--- src/rtl/gtbi_pkg.sv ---
package gtbi_pkg;

  // Fixed-point format of the coordinates.
  localparam int FRACTION_BITS = 20;
  localparam int LON_W         = 29;
  localparam int LAT_W         = 28;

  // Whole-degree widths of the floored coordinates.
  localparam int LON_DEG_W = 9;
  localparam int LAT_DEG_W = 8;

  // Eighth-degree sub-column and row width.
  localparam int SUB_W = 3;

  // Width of the magnitude that feeds the span snapping.
  localparam int SNAP_W = 8;

  // Quotient by twelve as a multiply by 171 and a shift by 11 (exact for 0..255).
  localparam logic [SNAP_W-1:0] RECIP_12     = 8'd171;
  localparam int                RECIP_SHIFT  = 11;
  localparam int                QUOT_W       = 5;
  localparam int                PROD_W       = 2 * SNAP_W;

  // Span codes.
  localparam logic [2:0] SPAN_EIGHTH  = 3'd0;
  localparam logic [2:0] SPAN_QUARTER = 3'd1;
  localparam logic [2:0] SPAN_HALF    = 3'd2;
  localparam logic [2:0] SPAN_ONE     = 3'd3;
  localparam logic [2:0] SPAN_TWO     = 3'd4;
  localparam logic [2:0] SPAN_FOUR    = 3'd5;
  localparam logic [2:0] SPAN_TWELVE  = 3'd6;

  // Latitude band edges in whole degrees.
  localparam logic signed [LAT_DEG_W-1:0] LAT_POLAR    = 8'sd89;
  localparam logic signed [LAT_DEG_W-1:0] LAT_CAP      = 8'sd86;
  localparam logic signed [LAT_DEG_W-1:0] LAT_HIGH     = 8'sd83;
  localparam logic signed [LAT_DEG_W-1:0] LAT_SUBPOLAR = 8'sd76;
  localparam logic signed [LAT_DEG_W-1:0] LAT_MID      = 8'sd62;
  localparam logic signed [LAT_DEG_W-1:0] LAT_TROPIC   = 8'sd22;

  // Westmost tile edge and the index offsets.
  localparam logic signed [LON_DEG_W:0] LON_WEST   = -10'sd180;
  localparam logic [LON_DEG_W-1:0]      LON_OFFSET = 9'd180;
  localparam logic [LAT_DEG_W+1:0]      LAT_OFFSET = 10'd90;

  localparam int INDEX_W = 23;

  typedef struct packed {
    logic signed [LON_DEG_W-1:0] lon_deg;
    logic [SUB_W-1:0]            lon_sub;
    logic signed [LAT_DEG_W-1:0] lat_deg;
    logic [SUB_W-1:0]            row;
    logic [2:0]                  code;
  } dec_t;

  typedef struct packed {
    logic signed [LON_DEG_W-1:0] lon;
    logic signed [LAT_DEG_W-1:0] lat;
    logic [SUB_W-1:0]            column;
    logic [SUB_W-1:0]            row;
    logic [2:0]                  code;
  } tile_t;

endpackage

--- src/rtl/geo_tile_bucket_index_unit.sv ---
// Geographic tile bucket index unit.
//
// The input channel carries one coordinate pair per item: in_lon_fixed and
// in_lat_fixed, signed degrees with twenty fraction bits. The result channel
// returns one item per input item: the tile's west edge longitude, floored
// latitude, sub-degree column, eighth-degree row, span code and packed index.
// Both channels use valid and stall; an item moves on an edge where valid is
// high and stall is low.
//
// The pipeline has four register stages: decode (floor, fraction, latitude
// band), reciprocal multiply for the twelve-degree snap, snap and clamp, and
// index packing in the output register. One item is taken every cycle while
// out_stall is low.
//
// Each stage holds its own valid bit. When out_stall is high, the output item
// holds still and the stages behind it keep filling until each is occupied;
// in_stall rises only once every stage holds an item. Nothing is dropped or
// repeated. A synchronous reset on rst_n empties all stages.
module geo_tile_bucket_index_unit (
  input  logic                                   clk,
  input  logic                                   rst_n,
  input  logic                                   in_valid,
  output logic                                   in_stall,
  input  logic signed [gtbi_pkg::LON_W-1:0]      in_lon_fixed,
  input  logic signed [gtbi_pkg::LAT_W-1:0]      in_lat_fixed,
  output logic                                   out_valid,
  input  logic                                   out_stall,
  output logic signed [gtbi_pkg::LON_DEG_W-1:0]  out_tile_lon,
  output logic signed [gtbi_pkg::LAT_DEG_W-1:0]  out_tile_lat,
  output logic [gtbi_pkg::SUB_W-1:0]             out_column,
  output logic [gtbi_pkg::SUB_W-1:0]             out_row,
  output logic [2:0]                             out_span_code,
  output logic [gtbi_pkg::INDEX_W-1:0]           out_tile_index
);

  logic            dec_valid;
  logic            dec_stall;
  gtbi_pkg::dec_t  dec;
  logic            snap_valid;
  logic            snap_stall;
  gtbi_pkg::tile_t snap_tile;
  gtbi_pkg::tile_t out_tile;

  // Stage one: split both coordinates and pick the latitude band.
  gtbi_decode u_decode (
    .clk     (clk),
    .rst_n   (rst_n),
    .i_valid (in_valid),
    .i_lon   (in_lon_fixed),
    .i_lat   (in_lat_fixed),
    .o_stall (in_stall),
    .o_valid (dec_valid),
    .o_dec   (dec),
    .i_stall (dec_stall)
  );

  // Stages two and three: snap wide spans, derive the sub-column.
  gtbi_snap u_snap (
    .clk     (clk),
    .rst_n   (rst_n),
    .i_valid (dec_valid),
    .i_dec   (dec),
    .o_stall (dec_stall),
    .o_valid (snap_valid),
    .o_tile  (snap_tile),
    .i_stall (snap_stall)
  );

  // Stage four: pack the index into the output register.
  gtbi_pack u_pack (
    .clk     (clk),
    .rst_n   (rst_n),
    .i_valid (snap_valid),
    .i_tile  (snap_tile),
    .o_stall (snap_stall),
    .o_valid (out_valid),
    .o_tile  (out_tile),
    .o_index (out_tile_index),
    .i_stall (out_stall)
  );

  assign out_tile_lon  = out_tile.lon;
  assign out_tile_lat  = out_tile.lat;
  assign out_column    = out_tile.column;
  assign out_row       = out_tile.row;
  assign out_span_code = out_tile.code;

endmodule

--- src/rtl/gtbi_decode.sv ---
module gtbi_decode (
  input  logic                                 clk,
  input  logic                                 rst_n,
  input  logic                                 i_valid,
  input  logic signed [gtbi_pkg::LON_W-1:0]    i_lon,
  input  logic signed [gtbi_pkg::LAT_W-1:0]    i_lat,
  output logic                                 o_stall,
  output logic                                 o_valid,
  output gtbi_pkg::dec_t                       o_dec,
  input  logic                                 i_stall
);

  logic           valid_r;
  gtbi_pkg::dec_t dec_r;
  gtbi_pkg::dec_t dec_nxt;
  logic           load;

  // Bands are compared on the floored latitude, which is exact because every
  // band edge is a whole degree.
  function automatic logic [2:0] span_of(logic signed [gtbi_pkg::LAT_DEG_W-1:0] lat);
    logic [2:0] code;
    priority if (lat >= gtbi_pkg::LAT_POLAR)     code = gtbi_pkg::SPAN_TWELVE;
    else if (lat >= gtbi_pkg::LAT_CAP)           code = gtbi_pkg::SPAN_FOUR;
    else if (lat >= gtbi_pkg::LAT_HIGH)          code = gtbi_pkg::SPAN_TWO;
    else if (lat >= gtbi_pkg::LAT_SUBPOLAR)      code = gtbi_pkg::SPAN_ONE;
    else if (lat >= gtbi_pkg::LAT_MID)           code = gtbi_pkg::SPAN_HALF;
    else if (lat >= gtbi_pkg::LAT_TROPIC)        code = gtbi_pkg::SPAN_QUARTER;
    else if (lat >= -gtbi_pkg::LAT_TROPIC)       code = gtbi_pkg::SPAN_EIGHTH;
    else if (lat >= -gtbi_pkg::LAT_MID)          code = gtbi_pkg::SPAN_QUARTER;
    else if (lat >= -gtbi_pkg::LAT_SUBPOLAR)     code = gtbi_pkg::SPAN_HALF;
    else if (lat >= -gtbi_pkg::LAT_HIGH)         code = gtbi_pkg::SPAN_ONE;
    else if (lat >= -gtbi_pkg::LAT_CAP)          code = gtbi_pkg::SPAN_TWO;
    else if (lat >= -gtbi_pkg::LAT_POLAR)        code = gtbi_pkg::SPAN_FOUR;
    else                                         code = gtbi_pkg::SPAN_TWELVE;
    return code;
  endfunction

  // An arithmetic shift floors, so the whole degrees are the upper bits and
  // the non-negative fraction the lower bits.
  always_comb begin
    dec_nxt.lon_deg = i_lon[gtbi_pkg::FRACTION_BITS +: gtbi_pkg::LON_DEG_W];
    dec_nxt.lon_sub = i_lon[gtbi_pkg::FRACTION_BITS-1 -: gtbi_pkg::SUB_W];
    dec_nxt.lat_deg = i_lat[gtbi_pkg::FRACTION_BITS +: gtbi_pkg::LAT_DEG_W];
    dec_nxt.row     = i_lat[gtbi_pkg::FRACTION_BITS-1 -: gtbi_pkg::SUB_W];
    dec_nxt.code    = span_of(i_lat[gtbi_pkg::FRACTION_BITS +: gtbi_pkg::LAT_DEG_W]);
  end

  assign o_stall = valid_r && i_stall;
  assign load    = !o_stall;

  always_ff @(posedge clk) begin
    if (!rst_n) begin
      valid_r <= 1'b0;
    end else if (load) begin
      valid_r <= i_valid;
    end
  end

  always_ff @(posedge clk) begin
    if (load && i_valid) begin
      dec_r <= dec_nxt;
    end
  end

  assign o_valid = valid_r;
  assign o_dec   = dec_r;

endmodule

--- src/rtl/gtbi_snap.sv ---
module gtbi_snap (
  input  logic              clk,
  input  logic              rst_n,
  input  logic              i_valid,
  input  gtbi_pkg::dec_t    i_dec,
  output logic              o_stall,
  output logic              o_valid,
  output gtbi_pkg::tile_t   o_tile,
  input  logic              i_stall
);

  // First stage: magnitude to snap and its product with the reciprocal of twelve.
  logic                               va_r;
  gtbi_pkg::dec_t                     deca_r;
  logic [gtbi_pkg::SNAP_W-1:0]        mag_r;
  logic [gtbi_pkg::PROD_W-1:0]        prod_r;
  logic [gtbi_pkg::SNAP_W-1:0]        mag_nxt;
  logic                               stall_a;
  logic                               load_a;

  // Second stage: snapped tile edge and sub-column.
  logic                               vb_r;
  gtbi_pkg::tile_t                    tile_r;
  gtbi_pkg::tile_t                    tile_nxt;
  logic                               load_b;

  logic                               neg;
  logic                               wide;
  logic [gtbi_pkg::QUOT_W-1:0]        quot;
  logic [gtbi_pkg::SNAP_W-1:0]        quot12;
  logic [gtbi_pkg::SNAP_W-1:0]        snap;
  logic [gtbi_pkg::SNAP_W-1:0]        span;
  logic signed [gtbi_pkg::LON_DEG_W:0] west;

  // For a negative longitude the snap works on -(floor+1), which is the
  // bitwise complement of the floored degree.
  assign neg     = i_dec.lon_deg[gtbi_pkg::LON_DEG_W-1];
  assign mag_nxt = neg ? ~i_dec.lon_deg[gtbi_pkg::SNAP_W-1:0]
                       : i_dec.lon_deg[gtbi_pkg::SNAP_W-1:0];

  assign stall_a = va_r && (vb_r && i_stall);
  assign load_a  = !stall_a;
  assign load_b  = !(vb_r && i_stall);
  assign o_stall = stall_a;

  always_ff @(posedge clk) begin
    if (!rst_n) begin
      va_r <= 1'b0;
      vb_r <= 1'b0;
    end else begin
      if (load_a) begin
        va_r <= i_valid;
      end
      if (load_b) begin
        vb_r <= va_r;
      end
    end
  end

  always_ff @(posedge clk) begin
    if (load_a && i_valid) begin
      deca_r <= i_dec;
      mag_r  <= mag_nxt;
      prod_r <= mag_nxt * gtbi_pkg::RECIP_12;
    end
    if (load_b && va_r) begin
      tile_r <= tile_nxt;
    end
  end

  assign quot   = prod_r[gtbi_pkg::RECIP_SHIFT +: gtbi_pkg::QUOT_W];
  assign quot12 = ({3'b000, quot} << 3) + ({3'b000, quot} << 2);

  always_comb begin
    wide = 1'b1;
    unique case (deca_r.code)
      gtbi_pkg::SPAN_TWO: begin
        snap = {mag_r[gtbi_pkg::SNAP_W-1:1], 1'b0};
        span = 8'd2;
      end
      gtbi_pkg::SPAN_FOUR: begin
        snap = {mag_r[gtbi_pkg::SNAP_W-1:2], 2'b00};
        span = 8'd4;
      end
      gtbi_pkg::SPAN_TWELVE: begin
        snap = quot12;
        span = 8'd12;
      end
      default: begin
        wide = 1'b0;
        snap = mag_r;
        span = 8'd0;
      end
    endcase
  end

  // West edge of a wide tile; negative longitudes step one span further west
  // and stop at the antimeridian.
  always_comb begin
    if (deca_r.lon_deg[gtbi_pkg::LON_DEG_W-1]) begin
      west = 10'sd0 - $signed({2'b00, snap}) - $signed({2'b00, span});
      if (west < gtbi_pkg::LON_WEST) begin
        west = gtbi_pkg::LON_WEST;
      end
    end else begin
      west = $signed({2'b00, snap});
    end
  end

  always_comb begin
    tile_nxt.lat  = deca_r.lat_deg;
    tile_nxt.row  = deca_r.row;
    tile_nxt.code = deca_r.code;
    if (wide) begin
      tile_nxt.lon    = west[gtbi_pkg::LON_DEG_W-1:0];
      tile_nxt.column = '0;
    end else begin
      tile_nxt.lon    = deca_r.lon_deg;
      tile_nxt.column = deca_r.lon_sub >> deca_r.code[1:0];
    end
  end

  assign o_valid = vb_r;
  assign o_tile  = tile_r;

endmodule

--- src/rtl/gtbi_pack.sv ---
module gtbi_pack (
  input  logic                                  clk,
  input  logic                                  rst_n,
  input  logic                                  i_valid,
  input  gtbi_pkg::tile_t                       i_tile,
  output logic                                  o_stall,
  output logic                                  o_valid,
  output gtbi_pkg::tile_t                       o_tile,
  output logic [gtbi_pkg::INDEX_W-1:0]          o_index,
  input  logic                                  i_stall
);

  logic                                valid_r;
  gtbi_pkg::tile_t                     tile_r;
  logic [gtbi_pkg::INDEX_W-1:0]        index_r;
  logic [gtbi_pkg::INDEX_W-1:0]        index_nxt;
  logic [gtbi_pkg::LON_DEG_W-1:0]      lon_bias;
  logic [gtbi_pkg::LAT_DEG_W+1:0]      lat_bias;
  logic                                load;

  // Both biased fields wrap like the packed index does; the latitude term is
  // sign-extended so an out-of-range latitude borrows from the longitude field.
  assign lon_bias  = i_tile.lon + gtbi_pkg::LON_OFFSET;
  assign lat_bias  = {{2{i_tile.lat[gtbi_pkg::LAT_DEG_W-1]}}, i_tile.lat}
                   + gtbi_pkg::LAT_OFFSET;
  assign index_nxt = {lon_bias, 14'd0}
                   + {{7{lat_bias[gtbi_pkg::LAT_DEG_W+1]}}, lat_bias,
                      i_tile.row, i_tile.column};

  assign o_stall = valid_r && i_stall;
  assign load    = !o_stall;

  always_ff @(posedge clk) begin
    if (!rst_n) begin
      valid_r <= 1'b0;
    end else if (load) begin
      valid_r <= i_valid;
    end
  end

  always_ff @(posedge clk) begin
    if (load && i_valid) begin
      tile_r  <= i_tile;
      index_r <= index_nxt;
    end
  end

  assign o_valid = valid_r;
  assign o_tile  = tile_r;
  assign o_index = index_r;

endmodule

--- config.mk ---
export PLATFORM = sky130hd
export DESIGN_NAME = geo_tile_bucket_index_unit
export DESIGN_NICKNAME = d
export VERILOG_FILES = /design/src/rtl/gtbi_pkg.sv /design/src/rtl/geo_tile_bucket_index_unit.sv /design/src/rtl/gtbi_decode.sv /design/src/rtl/gtbi_snap.sv /design/src/rtl/gtbi_pack.sv
export SDC_FILE = /design/constraint.sdc
export NUM_CORES = 1
export LEC_CHECK = 0
export ABC_AREA = 1
export BUFFER_PORTS_ARGS = -buffer_cell sky130_fd_sc_hd__buf_2
export CAP_MARGIN = 5
export CORE_MARGIN = 5
export CORE_UTILIZATION = 52
export CTS_CLUSTER_DIAMETER = 60
export DETAILED_ROUTE_END_ITERATION = 10
export PLACE_DENSITY = 0.88
export SETUP_SLACK_MARGIN = 0.3
export SLEW_MARGIN = 25
export SYNTH_ARGS = -nofsm -noshare
export SYNTH_HDL_FRONTEND = slang
export SYNTH_HIERARCHICAL = 1
export SYNTH_SLANG_ARGS = --single-unit
--- constraint.sdc ---
create_clock -name clk -period 3.75 [get_ports clk]
set_input_delay 0.375 -clock clk [delete_from_list [all_inputs] [get_ports clk]]
set_output_delay 0.375 -clock clk [all_outputs]
set_load 0.01 [all_outputs]
==> impl_metrics.json <==
{
  "outcome": "finished, violations left",
  "violations": "setup timing",
  "synth_edf_count": 133,
  "p_int_mw": 3.68,
  "hold_path_class": "input pin to flop",
  "antenna_cells": 0,
  "worst_clock_skew_ps": 12.0,
  "switching_share_pct": 30.4,
  "drc": 0,
  "tns_ps": -1210,
  "cp.required_ps": 3920,
  "syn-num-nets": 853,
  "cts_root_buf": "clkbuf_16",
  "relSlewSlack_pct": 62.8,
  "hpwl_um": 11700,
  "drt_iter0_markers": 612,
  "clk_pin_slew_ps": 60,
  "antenna_left": 0,
  "slowest_stage": "fa_1",
  "drv_slew": 0,
  "via_per_inst": 5.51,
  "finalCritPeriodShare_pct": 108,
  "grt_pass1_wl_um": 28300,
  "cellLeakagePower_nw": 4.25,
  "setup_ws_ps": -290,
  "gp_congestion": 0.925,
  "yosysSeqAreaShare_pct": 53.9,
  "core_um2": 14400,
  "worst_setup_path_start_kind": "flop",
  "place_ws_ps": -159,
  "timing.fmax_ghz": 0.247,
  "r2r-start": "u_decode/o_dec[25]",
  "cts_buffers": 17,
  "crit_top_cell": "buf_4",
  "start_util_pct": 52.4,
  "area_delta_synth_final_pct": 24.3,
  "path_max_fanout": 5,
  "grt_max_degree": 43,
  "firstDrtPassIters": 6,
  "die_w_um": 131,
  "clock_insertion_delay_worst_skew_ps": 420,
  "fin_nets": 996,
  "instances_no_fill": 1070,
  "p_clk_share_pct": 33.2,
  "htreeDepth": 4,
  "crit_type": "flop to flop",
  "period_needed_ps": 4040,
  "hold_ws_ps": 125,
  "synth-main-ff-cell": "edfxtp_1",
  "vdd_ir_drop_max_mv": 0.520,
  "grt_use_met1_pct": 24.9,
  "cpPeakStageDelay_ps": 550,
  "endpoint_kind": "flop",
  "placementRows": 44,
  "cap_violations": 0,
  "worstPathArrival_ps": 4210,
  "io_pins": 112,
  "overflow": 0,
  "netlist_area_um2": 7560,
  "setup_viol": 5,
  "dp_cells": 1000,
  "async_reset_ff_share_pct": 0,
  "syn_area_per_cell_um2": 10.3,
  "powerDensity_nw_per_um2": 562,
  "die_area_um2": 17100,
  "p_switching_mw": 1.60,
  "cts_sinks": 137,
  "nFillCells": 961,
  "p_total_mw": 5.28,
  "worstSetupStartpoint": "u_decode/o_dec[25]",
  "ys_types": 38,
  "post_route_cells_drive_above_1_share_pct": 28.1,
  "rsz0062_at_grt": "true",
  "pwr-share-comb_pct": 31.6,
  "tightestPinTransition_ps": 552,
  "io_buffers": 77,
  "gr-usage-all-layers_pct": 21.9,
  "grt_busiest_layer": "met2",
  "use_met3_pct": 4.59,
  "synth_seq_cells": 137,
  "met2_usage_pct": 38.9,
  "grt_pass1_vias": 5729,
  "ctsLongestPathBuffers": 2,
  "fp.dieH_um": 131,
  "wire_per_inst_um": 18.0,
  "seqPwrFrac_pct": 35.2,
  "hold_violations": 0,
  "routed_wl_um": 19300,
  "yosysWarnings": 6,
  "syn_inst": 732,
  "postCtsHoldBufs": 0,
  "num_vias": 5891,
  "antenna_found_initial": 0,
  "cts_tree": "built",
  "path_cells": "buf_6, xor2_2, inv_1, nor2_2, buf_4, buf_4, buf_4, fa_1, inv_1, fa_1, inv_1, ha_1, a21oi_1, o21ai_2, a21oi_2, o21ai_4, buf_4, xor2_1",
  "hold_start": "in_lon_fixed[17]"
}
==> stage by stage <==
stage               instance area [um2]  util, %
global placement                   8290     57.5
finish                             9400     65.2
CTS                                9130     63.3
global route                       9400     65.2
floorplan                          7610        -
detailed placement                 8290     57.5
==> per-layer routing <==
metal,part of all wire [%],wire (um)
met5,0,0
met4,5.5,1060
met3,7.6,1460
met2,52,10000
met1,35,6780
==> Yosys cell counts, drive strengths merged (2+ instances only) <==
| master | count | area [um2] |
|---|---|---|
| nand2 | 168 | 698 |
| edfxtp | 133 | 3990 |
| inv | 118 | 445 |
| nor2 | 76 | 340 |
| ha | 46 | 576 |
| nand3 | 44 | 265 |
| a21oi | 37 | 204 |
| xor2 | 19 | 166 |
| xnor2 | 16 | 140 |
| fa | 14 | 280 |
| o21ai | 13 | 76.3 |
| buf | 10 | 80.1 |
| nand4 | 10 | 62.6 |
| clkbuf | 4 | 15.0 |
| dfxtp | 4 | 80.1 |
| nand3b | 4 | 30.0 |
| a31oi | 3 | 18.8 |
| o21bai | 3 | 22.5 |
| a21boi | 2 | 15.0 |
| nor3 | 2 | 10.0 |
==> cell usage in the layout (no fill, tap or decap), drive strengths merged, types with 7 or more instances in the layout <==
master and instances:
a21oi 37, buf 138, clkbuf 19, clkinv 7, edfxtp 133, fa 14, ha 46, inv 118
nand2 168, nand3 44, nand4 10, nor2 76, o21ai 13, xnor2 16, xor2 19
==> worst max-delay path: cells and delay by family (launching register included) <==
kind | cells | cell delay [ps]
flip-flops | 1 | 510
buffers and inverters | 8 | 880
AO/OA/AOI/OAI | 4 | 690
adder cells (fa/ha/maj) | 3 | 1370
XOR/XNOR | 2 | 290
AND/OR/NAND/NOR | 1 | 50
==> cell type report <==
class                   count  area, um2  area share [%]
clock inverters            11        179            1.90
flip-flops and latches    137       4070            43.3
multi-input cells         462       3160            33.7
inverters                 119        449            4.78
well taps                 184        230            2.45
clock buffers              19        433            4.61
repair buffers            138        871            9.27
==> flip-flops by register name (all words and copies together), names as in the netlist <==
signal	flops
u_pack/o_valid	1
u_snap/va_r	1
u_snap/prod_r	5
u_snap/o_tile	26
u_pack/o_tile	24
u_snap/mag_r	8
u_snap/deca_r	26
u_decode/o_dec	26
u_decode/o_valid	1
u_snap/o_valid	1
u_pack/o_index	18
==> path summary, 6_finish.rpt <==
kind                        end  slack, ps  cells past startpoint
max           u_snap/prod_r[13]       -290                     18
min          u_decode/o_dec[14]        130                      1
max reg2reg   u_snap/prod_r[13]       -290                     18
min reg2reg   u_snap/o_tile[11]        420                      0
==> power groups by stage <==
| stage | combinational (mW) | sequential [mW] | clock [mW] |
|---|---|---|---|
| after global placement | 1.22 | 1.88 | 0 |
| after detailed placement | 1.31 | 1.88 | 0 |
| after floorplan | 0.979 | 1.87 | 0 |
| after global routing | 1.85 | 1.87 | 1.85 |
| after CTS | 1.43 | 1.85 | 1.76 |
| final | 1.67 | 1.86 | 1.75 |
==> kinds of logic (layout without fill, tap and decap cells) <==
family	after synthesis	after routing	synth area share (%)
xor gates and xnor gates	35	35	4.05
adders and majority gates	60	60	11.3
and+or+nand+nor	305	305	18.7
buffers and inverters	133	287	7.20
AOI/OAI and AO/OA	62	62	4.90
DFF	137	137	53.9
==> timing repair <==
action                                  in CTS  in global routing
pin swaps                                    5                 17
cloned                                       0                  0
setup buffers                               25                 14
gates resized for setup                      9                 30
endpoints found under the setup margin      12                 12
Note: power is estimated with default switching activity, not from simulation.
